## src/rtl/integer_to_ascii_formatter_assert.svh

```systemverilog
// Assertion macros for the integer to ASCII formatter.
// Needs nothing else; included by the top level inside its module body.
`ifndef INTEGER_TO_ASCII_FORMATTER_ASSERT_SVH
`define INTEGER_TO_ASCII_FORMATTER_ASSERT_SVH

// Same-cycle implication, disabled while reset is low.
`define ITAF_ASSERT_NOW(label, clk, rstn, ante, cons) \
    label: assert property (@(posedge clk) disable iff (!(rstn)) (ante) |-> (cons)) \
        else $error("itaf: same-cycle check failed");

// Next-cycle implication, disabled while reset is low.
`define ITAF_ASSERT_NEXT(label, clk, rstn, ante, cons) \
    label: assert property (@(posedge clk) disable iff (!(rstn)) (ante) |=> (cons)) \
        else $error("itaf: next-cycle check failed");

`endif

```

## src/rtl/itaf_pkg.sv

```systemverilog
// Shared types and constants for the integer to ASCII formatter.
// No dependencies; imported by the controller, the datapath and the top level.
package itaf_pkg;

    localparam int VALUE_WIDTH_DEF = 32;
    localparam int MODE_W          = 2;
    localparam int CHAR_W          = 7;

    localparam logic [MODE_W-1:0] MODE_SDEC = 2'd0;
    localparam logic [MODE_W-1:0] MODE_UDEC = 2'd1;
    localparam logic [MODE_W-1:0] MODE_HEX  = 2'd2;
    localparam logic [MODE_W-1:0] MODE_BIN  = 2'd3;

    localparam logic [CHAR_W-1:0] CHAR_ZERO  = 7'h30;
    localparam logic [CHAR_W-1:0] CHAR_A     = 7'h41;
    localparam logic [CHAR_W-1:0] CHAR_MINUS = 7'h2D;
    localparam logic [3:0]        DIGIT_TEN  = 4'hA;

    typedef enum logic [2:0] {
        ST_IDLE,
        ST_CONV,
        ST_ALIGN,
        ST_SKIP,
        ST_SIGN,
        ST_EMIT
    } state_t;

    typedef struct packed {
        logic load;       // capture value and mode
        logic dabble;     // one shift-add-3 step
        logic align;      // place digits at the top of the shifter
        logic skip_shift; // drop a leading zero digit
        logic out_sign;   // load '-' into the output register
        logic out_digit;  // load the top digit and advance
    } cmd_t;

    typedef struct packed {
        logic is_dec;
        logic neg;
        logic conv_last;
        logic digit_zero;
        logic cnt_one;
        logic out_free;
    } sts_t;

endpackage

```

## src/rtl/integer_to_ascii_formatter.sv

```systemverilog
// Channel   Direction  Handshake          Payload
// s_        in         s_valid / s_ready  s_value, s_mode
// m_        out        m_valid / m_ready  m_char_code, m_last
//
// One value at a time. Decimal modes run a shift-add-3 converter, one step
// per magnitude bit; hex and binary pass through that state unconverted.
// Then the digits are aligned, suppressed leading zeros are skipped, a minus
// sign is sent for a negative signed value, and the characters are sent.
// aresetn is synchronous and active low; it empties the output register.
// A stall on m_ready holds the sequencer; s_ready is high only between values.
module integer_to_ascii_formatter #(
    parameter int VALUE_WIDTH = itaf_pkg::VALUE_WIDTH_DEF
) (
    input  logic                          aclk,
    input  logic                          aresetn,
    input  logic                          s_valid,
    output logic                          s_ready,
    input  logic [VALUE_WIDTH-1:0]        s_value,
    input  logic [itaf_pkg::MODE_W-1:0]   s_mode,
    output logic                          m_valid,
    input  logic                          m_ready,
    output logic [itaf_pkg::CHAR_W-1:0]   m_char_code,
    output logic                          m_last
);
    import itaf_pkg::*;
    `include "integer_to_ascii_formatter_assert.svh"

    cmd_t cmd;
    sts_t sts;

    itaf_ctrl u_ctrl (
        .aclk    (aclk),
        .aresetn (aresetn),
        .s_valid (s_valid),
        .s_ready (s_ready),
        .sts     (sts),
        .cmd     (cmd)
    );

    itaf_datapath #(
        .VALUE_WIDTH (VALUE_WIDTH)
    ) u_datapath (
        .aclk        (aclk),
        .aresetn     (aresetn),
        .s_value     (s_value),
        .s_mode      (s_mode),
        .cmd         (cmd),
        .sts         (sts),
        .m_valid     (m_valid),
        .m_ready     (m_ready),
        .m_char_code (m_char_code),
        .m_last      (m_last)
    );

    // the block is busy right after taking a value
    `ITAF_ASSERT_NEXT(a_busy_after_accept, aclk, aresetn, s_valid && s_ready, !s_ready)
    // a minus sign never ends a value
    `ITAF_ASSERT_NOW(a_minus_not_last, aclk, aresetn, m_valid && (m_char_code == CHAR_MINUS), !m_last)
    // the final digit shows up flagged as last
    `ITAF_ASSERT_NEXT(a_final_digit_last, aclk, aresetn, cmd.out_digit && sts.cnt_one, m_valid && m_last)

endmodule

```

## src/rtl/itaf_ctrl.sv

```systemverilog
// Sequencer for the integer to ASCII formatter.
// Depends on itaf_pkg; drives the datapath only through cmd_t and reads sts_t.
module itaf_ctrl (
    input  logic            aclk,
    input  logic            aresetn,
    input  logic            s_valid,
    output logic            s_ready,
    input  itaf_pkg::sts_t  sts,
    output itaf_pkg::cmd_t  cmd
);
    import itaf_pkg::*;

    state_t state_reg;
    state_t state_next;

    always_ff @(posedge aclk) begin
        if (!aresetn) begin
            state_reg <= ST_IDLE;
        end else begin
            state_reg <= state_next;
        end
    end

    always_comb begin
        state_next = state_reg;
        cmd        = '0;
        s_ready    = 1'b0;
        unique case (state_reg)
            ST_IDLE: begin
                s_ready = 1'b1;
                if (s_valid) begin
                    cmd.load   = 1'b1;
                    state_next = ST_CONV;
                end
            end
            ST_CONV: begin
                // hex and binary need no conversion
                if (!sts.is_dec) begin
                    state_next = ST_ALIGN;
                end else begin
                    cmd.dabble = 1'b1;
                    if (sts.conv_last) begin
                        state_next = ST_ALIGN;
                    end
                end
            end
            ST_ALIGN: begin
                cmd.align  = 1'b1;
                state_next = ST_SKIP;
            end
            ST_SKIP: begin
                if (sts.digit_zero && !sts.cnt_one) begin
                    cmd.skip_shift = 1'b1;
                end else if (sts.neg) begin
                    state_next = ST_SIGN;
                end else begin
                    state_next = ST_EMIT;
                end
            end
            ST_SIGN: begin
                if (sts.out_free) begin
                    cmd.out_sign = 1'b1;
                    state_next   = ST_EMIT;
                end
            end
            ST_EMIT: begin
                if (sts.out_free) begin
                    cmd.out_digit = 1'b1;
                    if (sts.cnt_one) begin
                        state_next = ST_IDLE;
                    end
                end
            end
            default: begin
                state_next = ST_IDLE;
            end
        endcase
    end

endmodule

```

## src/rtl/itaf_datapath.sv

```systemverilog
// Datapath of the integer to ASCII formatter: magnitude, BCD converter,
// digit shifter and output register. Depends on itaf_pkg.
module itaf_datapath #(
    parameter int VALUE_WIDTH = itaf_pkg::VALUE_WIDTH_DEF
) (
    input  logic                          aclk,
    input  logic                          aresetn,
    input  logic [VALUE_WIDTH-1:0]        s_value,
    input  logic [itaf_pkg::MODE_W-1:0]   s_mode,
    input  itaf_pkg::cmd_t                cmd,
    output itaf_pkg::sts_t                sts,
    output logic                          m_valid,
    input  logic                          m_ready,
    output logic [itaf_pkg::CHAR_W-1:0]   m_char_code,
    output logic                          m_last
);
    import itaf_pkg::*;

    // decimal digits needed for 2^VALUE_WIDTH - 1 (log10(2) ~ 0.30103)
    localparam int NDIG   = (VALUE_WIDTH * 30103) / 100000 + 1;
    localparam int NHEX   = (VALUE_WIDTH + 3) / 4;
    localparam int BCD_W  = NDIG * 4;
    localparam int HEX_W  = NHEX * 4;
    localparam int SH_A   = (BCD_W > HEX_W) ? BCD_W : HEX_W;
    localparam int SH_W   = (SH_A > VALUE_WIDTH) ? SH_A : VALUE_WIDTH;
    localparam int CNT_W  = $clog2(VALUE_WIDTH + 1);
    localparam int CONV_W = $clog2(VALUE_WIDTH);

    logic [MODE_W-1:0]      mode_reg;
    logic                   neg_reg;
    logic [VALUE_WIDTH-1:0] mag_reg;
    logic [BCD_W-1:0]       bcd_reg;
    logic [CONV_W-1:0]      conv_cnt_reg;
    logic [SH_W-1:0]        sh_reg;
    logic [CNT_W-1:0]       cnt_reg;
    logic                   m_valid_reg;
    logic [CHAR_W-1:0]      char_reg;
    logic                   last_reg;

    logic                   load_neg;
    logic [VALUE_WIDTH-1:0] load_mag;
    logic [BCD_W-1:0]       bcd_adj;
    logic [BCD_W-1:0]       bcd_next;
    logic [3:0]             digit;
    logic [CHAR_W-1:0]      digit_char;
    logic                   is_bin;
    logic                   advance;
    logic [SH_W-1:0]        sh_shifted;

    assign load_neg = (s_mode == MODE_SDEC) && s_value[VALUE_WIDTH-1];
    assign load_mag = load_neg ? (~s_value + VALUE_WIDTH'(1)) : s_value;

    // add 3 to every BCD digit of 5 or more, then shift in the next magnitude bit
    always_comb begin
        for (int i = 0; i < NDIG; i++) begin
            bcd_adj[i*4 +: 4] = (bcd_reg[i*4 +: 4] >= 4'd5) ?
                                (bcd_reg[i*4 +: 4] + 4'd3) : bcd_reg[i*4 +: 4];
        end
    end
    assign bcd_next = {bcd_adj[BCD_W-2:0], mag_reg[VALUE_WIDTH-1]};

    assign is_bin     = (mode_reg == MODE_BIN);
    assign digit      = is_bin ? {3'b000, sh_reg[SH_W-1]} : sh_reg[SH_W-1 -: 4];
    assign digit_char = (digit < DIGIT_TEN) ? (CHAR_ZERO + CHAR_W'(digit))
                                            : (CHAR_A + CHAR_W'(digit - DIGIT_TEN));
    assign sh_shifted = is_bin ? (sh_reg << 1) : (sh_reg << 4);
    assign advance    = cmd.skip_shift || cmd.out_digit;

    always_ff @(posedge aclk) begin
        if (cmd.load) begin
            mode_reg     <= s_mode;
            neg_reg      <= load_neg;
            mag_reg      <= load_mag;
            bcd_reg      <= '0;
            conv_cnt_reg <= '0;
        end else if (cmd.dabble) begin
            mag_reg      <= mag_reg << 1;
            bcd_reg      <= bcd_next;
            conv_cnt_reg <= conv_cnt_reg + CONV_W'(1);
        end
    end

    // left-align the digits so the most significant one sits at the top
    always_ff @(posedge aclk) begin
        if (cmd.align) begin
            unique case (mode_reg)
                MODE_SDEC, MODE_UDEC: begin
                    sh_reg  <= SH_W'(bcd_reg) << (SH_W - BCD_W);
                    cnt_reg <= CNT_W'(NDIG);
                end
                MODE_HEX: begin
                    sh_reg  <= SH_W'(mag_reg) << (SH_W - HEX_W);
                    cnt_reg <= CNT_W'(NHEX);
                end
                MODE_BIN: begin
                    sh_reg  <= SH_W'(mag_reg) << (SH_W - VALUE_WIDTH);
                    cnt_reg <= CNT_W'(VALUE_WIDTH);
                end
                default: begin
                    sh_reg  <= sh_reg;
                    cnt_reg <= cnt_reg;
                end
            endcase
        end else if (advance) begin
            sh_reg  <= sh_shifted;
            cnt_reg <= cnt_reg - CNT_W'(1);
        end
    end

    // output register: load when empty or when the current transfer completes
    always_ff @(posedge aclk) begin
        if (!aresetn) begin
            m_valid_reg <= 1'b0;
        end else if (cmd.out_sign || cmd.out_digit) begin
            m_valid_reg <= 1'b1;
        end else if (m_ready) begin
            m_valid_reg <= 1'b0;
        end
    end

    always_ff @(posedge aclk) begin
        if (cmd.out_sign) begin
            char_reg <= CHAR_MINUS;
            last_reg <= 1'b0;
        end else if (cmd.out_digit) begin
            char_reg <= digit_char;
            last_reg <= (cnt_reg == CNT_W'(1));
        end
    end

    assign sts.is_dec     = (mode_reg == MODE_SDEC) || (mode_reg == MODE_UDEC);
    assign sts.neg        = neg_reg;
    assign sts.conv_last  = (conv_cnt_reg == CONV_W'(VALUE_WIDTH - 1));
    assign sts.digit_zero = (digit == 4'd0);
    assign sts.cnt_one    = (cnt_reg == CNT_W'(1));
    assign sts.out_free   = !m_valid_reg || m_ready;

    assign m_valid     = m_valid_reg;
    assign m_char_code = char_reg;
    assign m_last      = last_reg;

endmodule

```

## config.mk

```make
export PLATFORM = sky130hd
export DESIGN_NAME = integer_to_ascii_formatter
export DESIGN_NICKNAME = d
export VERILOG_FILES = /design/src/rtl/itaf_pkg.sv /design/src/rtl/integer_to_ascii_formatter.sv /design/src/rtl/itaf_ctrl.sv /design/src/rtl/itaf_datapath.sv
export VERILOG_INCLUDE_DIRS = /design/src /design/src/rtl
export SDC_FILE = /design/constraint.sdc
export NUM_CORES = 1
export LEC_CHECK = 0
export ABC_AREA = 1
export BUFFER_PORTS_ARGS = -buffer_cell sky130_fd_sc_hd__clkbuf_2
export CORE_ASPECT_RATIO = 0.6
export CORE_MARGIN = 3
export CORE_UTILIZATION = 40
export DETAILED_ROUTE_END_ITERATION = 6
export PLACE_DENSITY_LB_ADDON = 0.2
export SLEW_MARGIN = 20
export SYNTH_ARGS = -nofsm -noshare
export SYNTH_HDL_FRONTEND = slang
export SYNTH_HIERARCHICAL = 1
export SYNTH_SLANG_ARGS = --single-unit
```

## constraint.sdc

```tcl
create_clock -name aclk -period 2.65 [get_ports aclk]
set_input_delay 0.53 -clock aclk [delete_from_list [all_inputs] [get_ports aclk]]
set_output_delay 0.53 -clock aclk [all_outputs]
set_load 0.1 [all_outputs]
```

After elaboration in Yosys (flattened, before gate mapping)
Index checks and enable logic that the tools add are counted.
{"block": "word_totals", "wordCells": 117, "ff_bits": 138, "input_bits": 38}
{"block": "op_classes", "n_bitwise": 1, "magnitude_cmp": 11, "n_eq_ne": 16, "mux": 44, "reduce_logical": 18, "add_sub_neg": 16}
{"operator": "$mux 40", "count": 3}
{"operator": "$mux 32", "count": 3}
{"operator": "$pmux 40 s2", "count": 1}
{"operator": "$ge 4x3->1 const B", "count": 10}
{"operator": "$mux 4", "count": 10}
{"operator": "$add 4x2->4 const B", "count": 9}
{"operator": "$add 32x1->32 const B", "count": 1}
{"operator": "$not 32->32", "count": 1}
{"operator": "$mux 3", "count": 8}
{"operator": "$pmux 3 s6", "count": 1}
{"operator": "$pmux 6 s3", "count": 1}
{"operator": "$mux 1", "count": 14}
{"operator": "$mux 6", "count": 2}
{"operator": "$ne 2x2->1 const B", "count": 4}
{"operator": "$add 6x4->7 const A", "count": 1}
{"operator": "$add 7x7->7 const A", "count": 1}
{"operator": "$mux 7", "count": 1}
{"operator": "$eq 3x2->1 const B", "count": 2}
{"operator": "$eq 3x3->1 const B", "count": 2}
{"operator": "$eq 6x1->1 const B", "count": 1}
{"operator": "$reduce_and 6->1", "count": 1}
{"operator": "$reduce_bool 2->1", "count": 3}
{"operator": "$sub 6x1->6 const B", "count": 1}
{"operator": "$add 5x1->5 const B", "count": 1}
{"operator": "other kinds (16)", "count": 24}

Logic depth before layout (Yosys ltp)
{"block": "depth", "depth_word": 9, "mapped_depth": 15, "mapped_depth_nobuf": 14}

By module
The synthesis kept the hierarchy.
{"mod": "itaf_datapath", "cells_each": 965, "area_per_inst_um2": 7732.4, "seq_area_each_um2": 3513.4, "instances": 1}
{"mod": "itaf_ctrl", "cells_each": 56, "area_per_inst_um2": 302.8, "seq_area_each_um2": 60.1, "instances": 1}

Worst setup path before layout
Ideal clock, no wire load.
{"block": "synth_path", "kind": "reg2reg", "startpoint": "reg u_datapath.mode_reg[1]", "endpoint": "reg u_datapath.cnt_reg[0], enable pin", "arrival_ps": 2313, "n_path_buf": 2, "path_slack_ps": -233, "required_ps": 2080, "stages_incl_launch_ff": 14, "setup_time_ps": 570, "cell_sequence": "edfxtp_1 > nand2_1 > buf_2 > buf_2 > nand2_1 > ha_1 > nand3_1 > inv_1 > nand2_1 > inv_1 > nand2_1 > inv_1 > nor2_1 > nand2_1"}
{"item": "start, declared", "line_no": "itaf_datapath.sv:29", "text": "logic [MODE_W-1:0] mode_reg;"}
{"item": "start signal, assigned", "line_no": "itaf_datapath.sv:71", "text": "mode_reg <= s_mode;"}
{"item": "end signal, assigned", "line_no": "itaf_datapath.sv:89", "text": "cnt_reg <= CNT_W'(NDIG);"}
{"item": "end signal, assigned", "line_no": "itaf_datapath.sv:93", "text": "cnt_reg <= CNT_W'(NHEX);"}
{"item": "end signal, assigned", "line_no": "itaf_datapath.sv:97", "text": "cnt_reg <= CNT_W'(VALUE_WIDTH);"}
{"item": "end, declared", "line_no": "itaf_datapath.sv:35", "text": "logic [CNT_W-1:0] cnt_reg;"}

Worst setup path in the final report
{"block": "layout_path", "startpoint": "reg u_ctrl.state_reg[1]", "endpoint": "out s_ready"}
{"block": "layout_between", "elab_chain_len": 2}
{"item": "start, declared", "line_no": "itaf_ctrl.sv:13", "text": "state_t state_reg;"}
{"item": "start signal, assigned", "line_no": "itaf_ctrl.sv:20", "text": "state_reg <= state_next;"}
{"item": "$logic_not 3->1", "line_no": "itaf_ctrl.sv:28", "text": "unique case (state_reg)"}
{"item": "$mux 1", "line_no": "itaf_ctrl.sv:28"}
{"item": "end, declared", "line_no": "integer_to_ascii_formatter.sv:17", "text": "output logic s_ready,"}
Every way passes these cells.

==> metrics.csv <==
stage,metric,value,unit
worst_setup_path,CP max FO,8,
drt,Final ANT Viol Nets,0,
drt,Total Wirelength,21600,um
final_layout,final instance area,9150,um^2
worst_hold_path,Hold Path Class,in -> reg,
timing,RSZ-0062 raised after global routing,no,
drt,DR iter-0 viols,763,
place,Buffers on Ports,47,
synthesis,leading post-synthesis cells by cell area,"edfxtp_1 (30%), dfxtp_1 (14%), o21ai_0 (11%)",
timing,Final Hold Fails,0,
power,Gate power share,0.373,
final_layout,"Area growth, synth to finish",13.8,%
floorplan,initial core utilization,0.415,
status,outcome,finished clean,
synthesis,Syn Nets,1087,
drt,Pre-Repair DR Iteration Count,5,
synthesis,Synth Cell Area,8040,um^2
floorplan,Core Footprint,19400,um^2
floorplan,I/O pins,48,
clock_network,H-tree depth,4,
synthesis,ys async rst share,0,
worst_setup_path,CP arrival,1.66,ns
drt,Vias,7022,
synthesis,Synth cell types,42,
clock_network,CTS Hold Bufs,0,
clock_network,CTS sink count,138,
place,placed cell area,8570,um^2
power,P_sw,4000,uW
drt,routed wire length per instance,16.1,um
power,Int Pwr,5710,uW
worst_setup_path,worst endpoint required time,2.12,ns
power,pwr dens,1060,nW/um^2
timing,Final Skew,0.0117,ns
synthesis,most frequent cell after synthesis,o21ai_0,
synthesis,Yosys reg bits,138,
timing,share of the clock period used by the worst path,0.827,
timing,Final Slew Violations,0,
power,Seq pwr share,0.388,
global_route,total congestion overflow,0,
synthesis,"EDFF count, synth",81,
timing,final setup violating endpoints,0,
drt,Via density,5.25,
final_layout,layout cells sized above 1,0.117,
synthesis,Mapped Avg Cell Area,7.87,um^2
floorplan,die span in x,189,um
global_route,largest net degree at the start of global routing,71,
job,max_cap viols,0,
place,Post-Place Setup Slack,0.431,ns
place,final HPWL from detailed placement,15200,um
synthesis,Synth Warn #,6,
clock_network,CTS Root Cell,clkbuf_16,
global_route,initial antenna violation count,0,
clock_network,Post-CTS Setup Inserts,0,
final_layout,fin nets,1124,
timing,TNS Setup,0,ns
timing,worst setup margin,0.458,ns
power,LEAKAGE,0.00370,uW
power,Max VDD drop,530,uV
place,GPL Wtd Cong,0.923,
worst_setup_path,Startpoint Class,flop,
timing,Tightest Pin Transition,0.682,ns
synthesis,predominant post-synthesis flop cell,edfxtp_1,
clock_network,post-cts sizing count,0,
global_route,GRT Resource Usage Total,0.204,
timing,fmax,456,MHz
synthesis,sequential-to-total area share from yosys stat,0.445,
clock_network,CTS Buf Count,17,
power,Sw Share,0.412,
final_layout,diode count,0,
synthesis,top cell type by total area after synthesis,edfxtp_1,
clock_network,CTS tree,built,
clock_network,Clock Tree Buf Depth,2,
clock_network,Worst-Skew Late Latency,0.42,ns
floorplan,# rows,39,
global_route,first-pass GRT wire length,34800,um
synthesis,post-synth top area share,0.303,
floorplan,die extent in y,116,um
timing,fin crit period,2.19,ns
synthesis,Cells after Synth,1021,
drt,# DRC,0,
floorplan,die area,21900,um^2
synthesis,commonest cells in the synthesized netlist,"o21ai_0 (181), nand2_1 (167), nor2_1 (109)",
power,Clk pwr share,0.239,
worst_setup_path,Worst Setup End Kind,primary output,
timing,Slew HR,0.545,
final_layout,Fillers,1907,
worst_setup_path,Setup CP Type,reg -> out,
global_route,vias in the first global route,6373,
clock_network,clock-pin transition on the worst setup and hold timing paths,0.06,ns
[cell usage in the layout (no fill, tap or decap), drive strengths merged, types with 2 or more instances in the layout]
cell type	n
a21oi	61
a31oi	8
buf	16
clkbuf	69
clkinv	8
dfxtp	57
edfxtp	81
ha	28
inv	114
nand2	171
nand3	56
nand4	9
nor2	122
nor3	4
nor4	2
o21ai	187
o21bai	2
o22ai	22
o31ai	10
o32ai	10
or2	3
xnor2	7
xor2	18
[critical path, cell delays in order, from the launching register on]
cell and delay, ns:
dfxtp_1 0.40, nor2_2 0.20, nand2_1 0.13, inv_1 0.07
clkbuf_2 0.45
[through the flow]
step / std cells / hold slack, ns / util / total power [uW]
finish: 1337 / 0.317 / 0.472 / 9710
global route: 1337 / 0.314 / 0.472 / 10400
CTS: 1337 / 0.306 / 0.472 / 9730
detailed placement: 1305 / 0.446 / 0.442 / 7380
global placement: 1305 / 0.444 / 0.442 / 7360
floorplan: 1021 / 0.447 / - / 6180
[power groups by stage]
stage	registers (uW)	clock network, uW	logic (uW)
3_5_place_dp	3780	0	3600
5_1_grt	3840	2490	4080
4_1_cts	3740	2370	3620
6_report	3760	2320	3630
3_3_place_gp	3770	0	3590
2_1_floorplan	3900	0	2280
[logic make-up after synthesis]
logic type,count (synthesis),synth area share
AO/OA/AOI/OAI,302,0.205
XOR/XNOR,25,0.0273
adder cells (fa/ha/maj),28,0.0436
buffers and inverters,159,0.0805
flip-flops,138,0.445
AND/OR/NAND/NOR,369,0.199
[area by class of cell]
type	count	area, um^2	share of cell area
clock buffers	22	487	0.0532
clock inverters	10	91.3	0.00999
inverters	114	428	0.0468
multi-input cells	724	3830	0.419
flip-flops and latches	138	3570	0.391
well taps	266	333	0.0364
repair buffers	63	405	0.0443
[final timing paths]
check / startpoint / endpoint / slack (ns) / depth (start not counted)
worst max register to register: u_datapath/mode_reg[1]$_DFFE_PP_ / u_datapath/cnt_reg[4]$_SDFFCE_PP0P_ / 0.52 / 13
worst min register to register: u_datapath/m_char_code[6]$_SDFFE_PP0P_ / u_datapath/m_char_code[6]$_SDFFE_PP0P_ / 0.46 / 2
worst max-delay path: u_ctrl/state_reg[1]$_SDFFE_PN0P_ / s_ready / 0.46 / 4
worst min-delay path: s_mode[1] / u_datapath/mode_reg[1]$_DFFE_PP_ / 0.32 / 1
[metal layers]
layer,part of all wire,global-route usage,vias up
li1,-,-,3569
met1,0.55,0.349,3164
met2,0.34,0.237,278
met3,0.098,0.0544,11
met4,0.0063,0.0461,0
met5,0,0,-
Power figures use the tool's default switching activity.
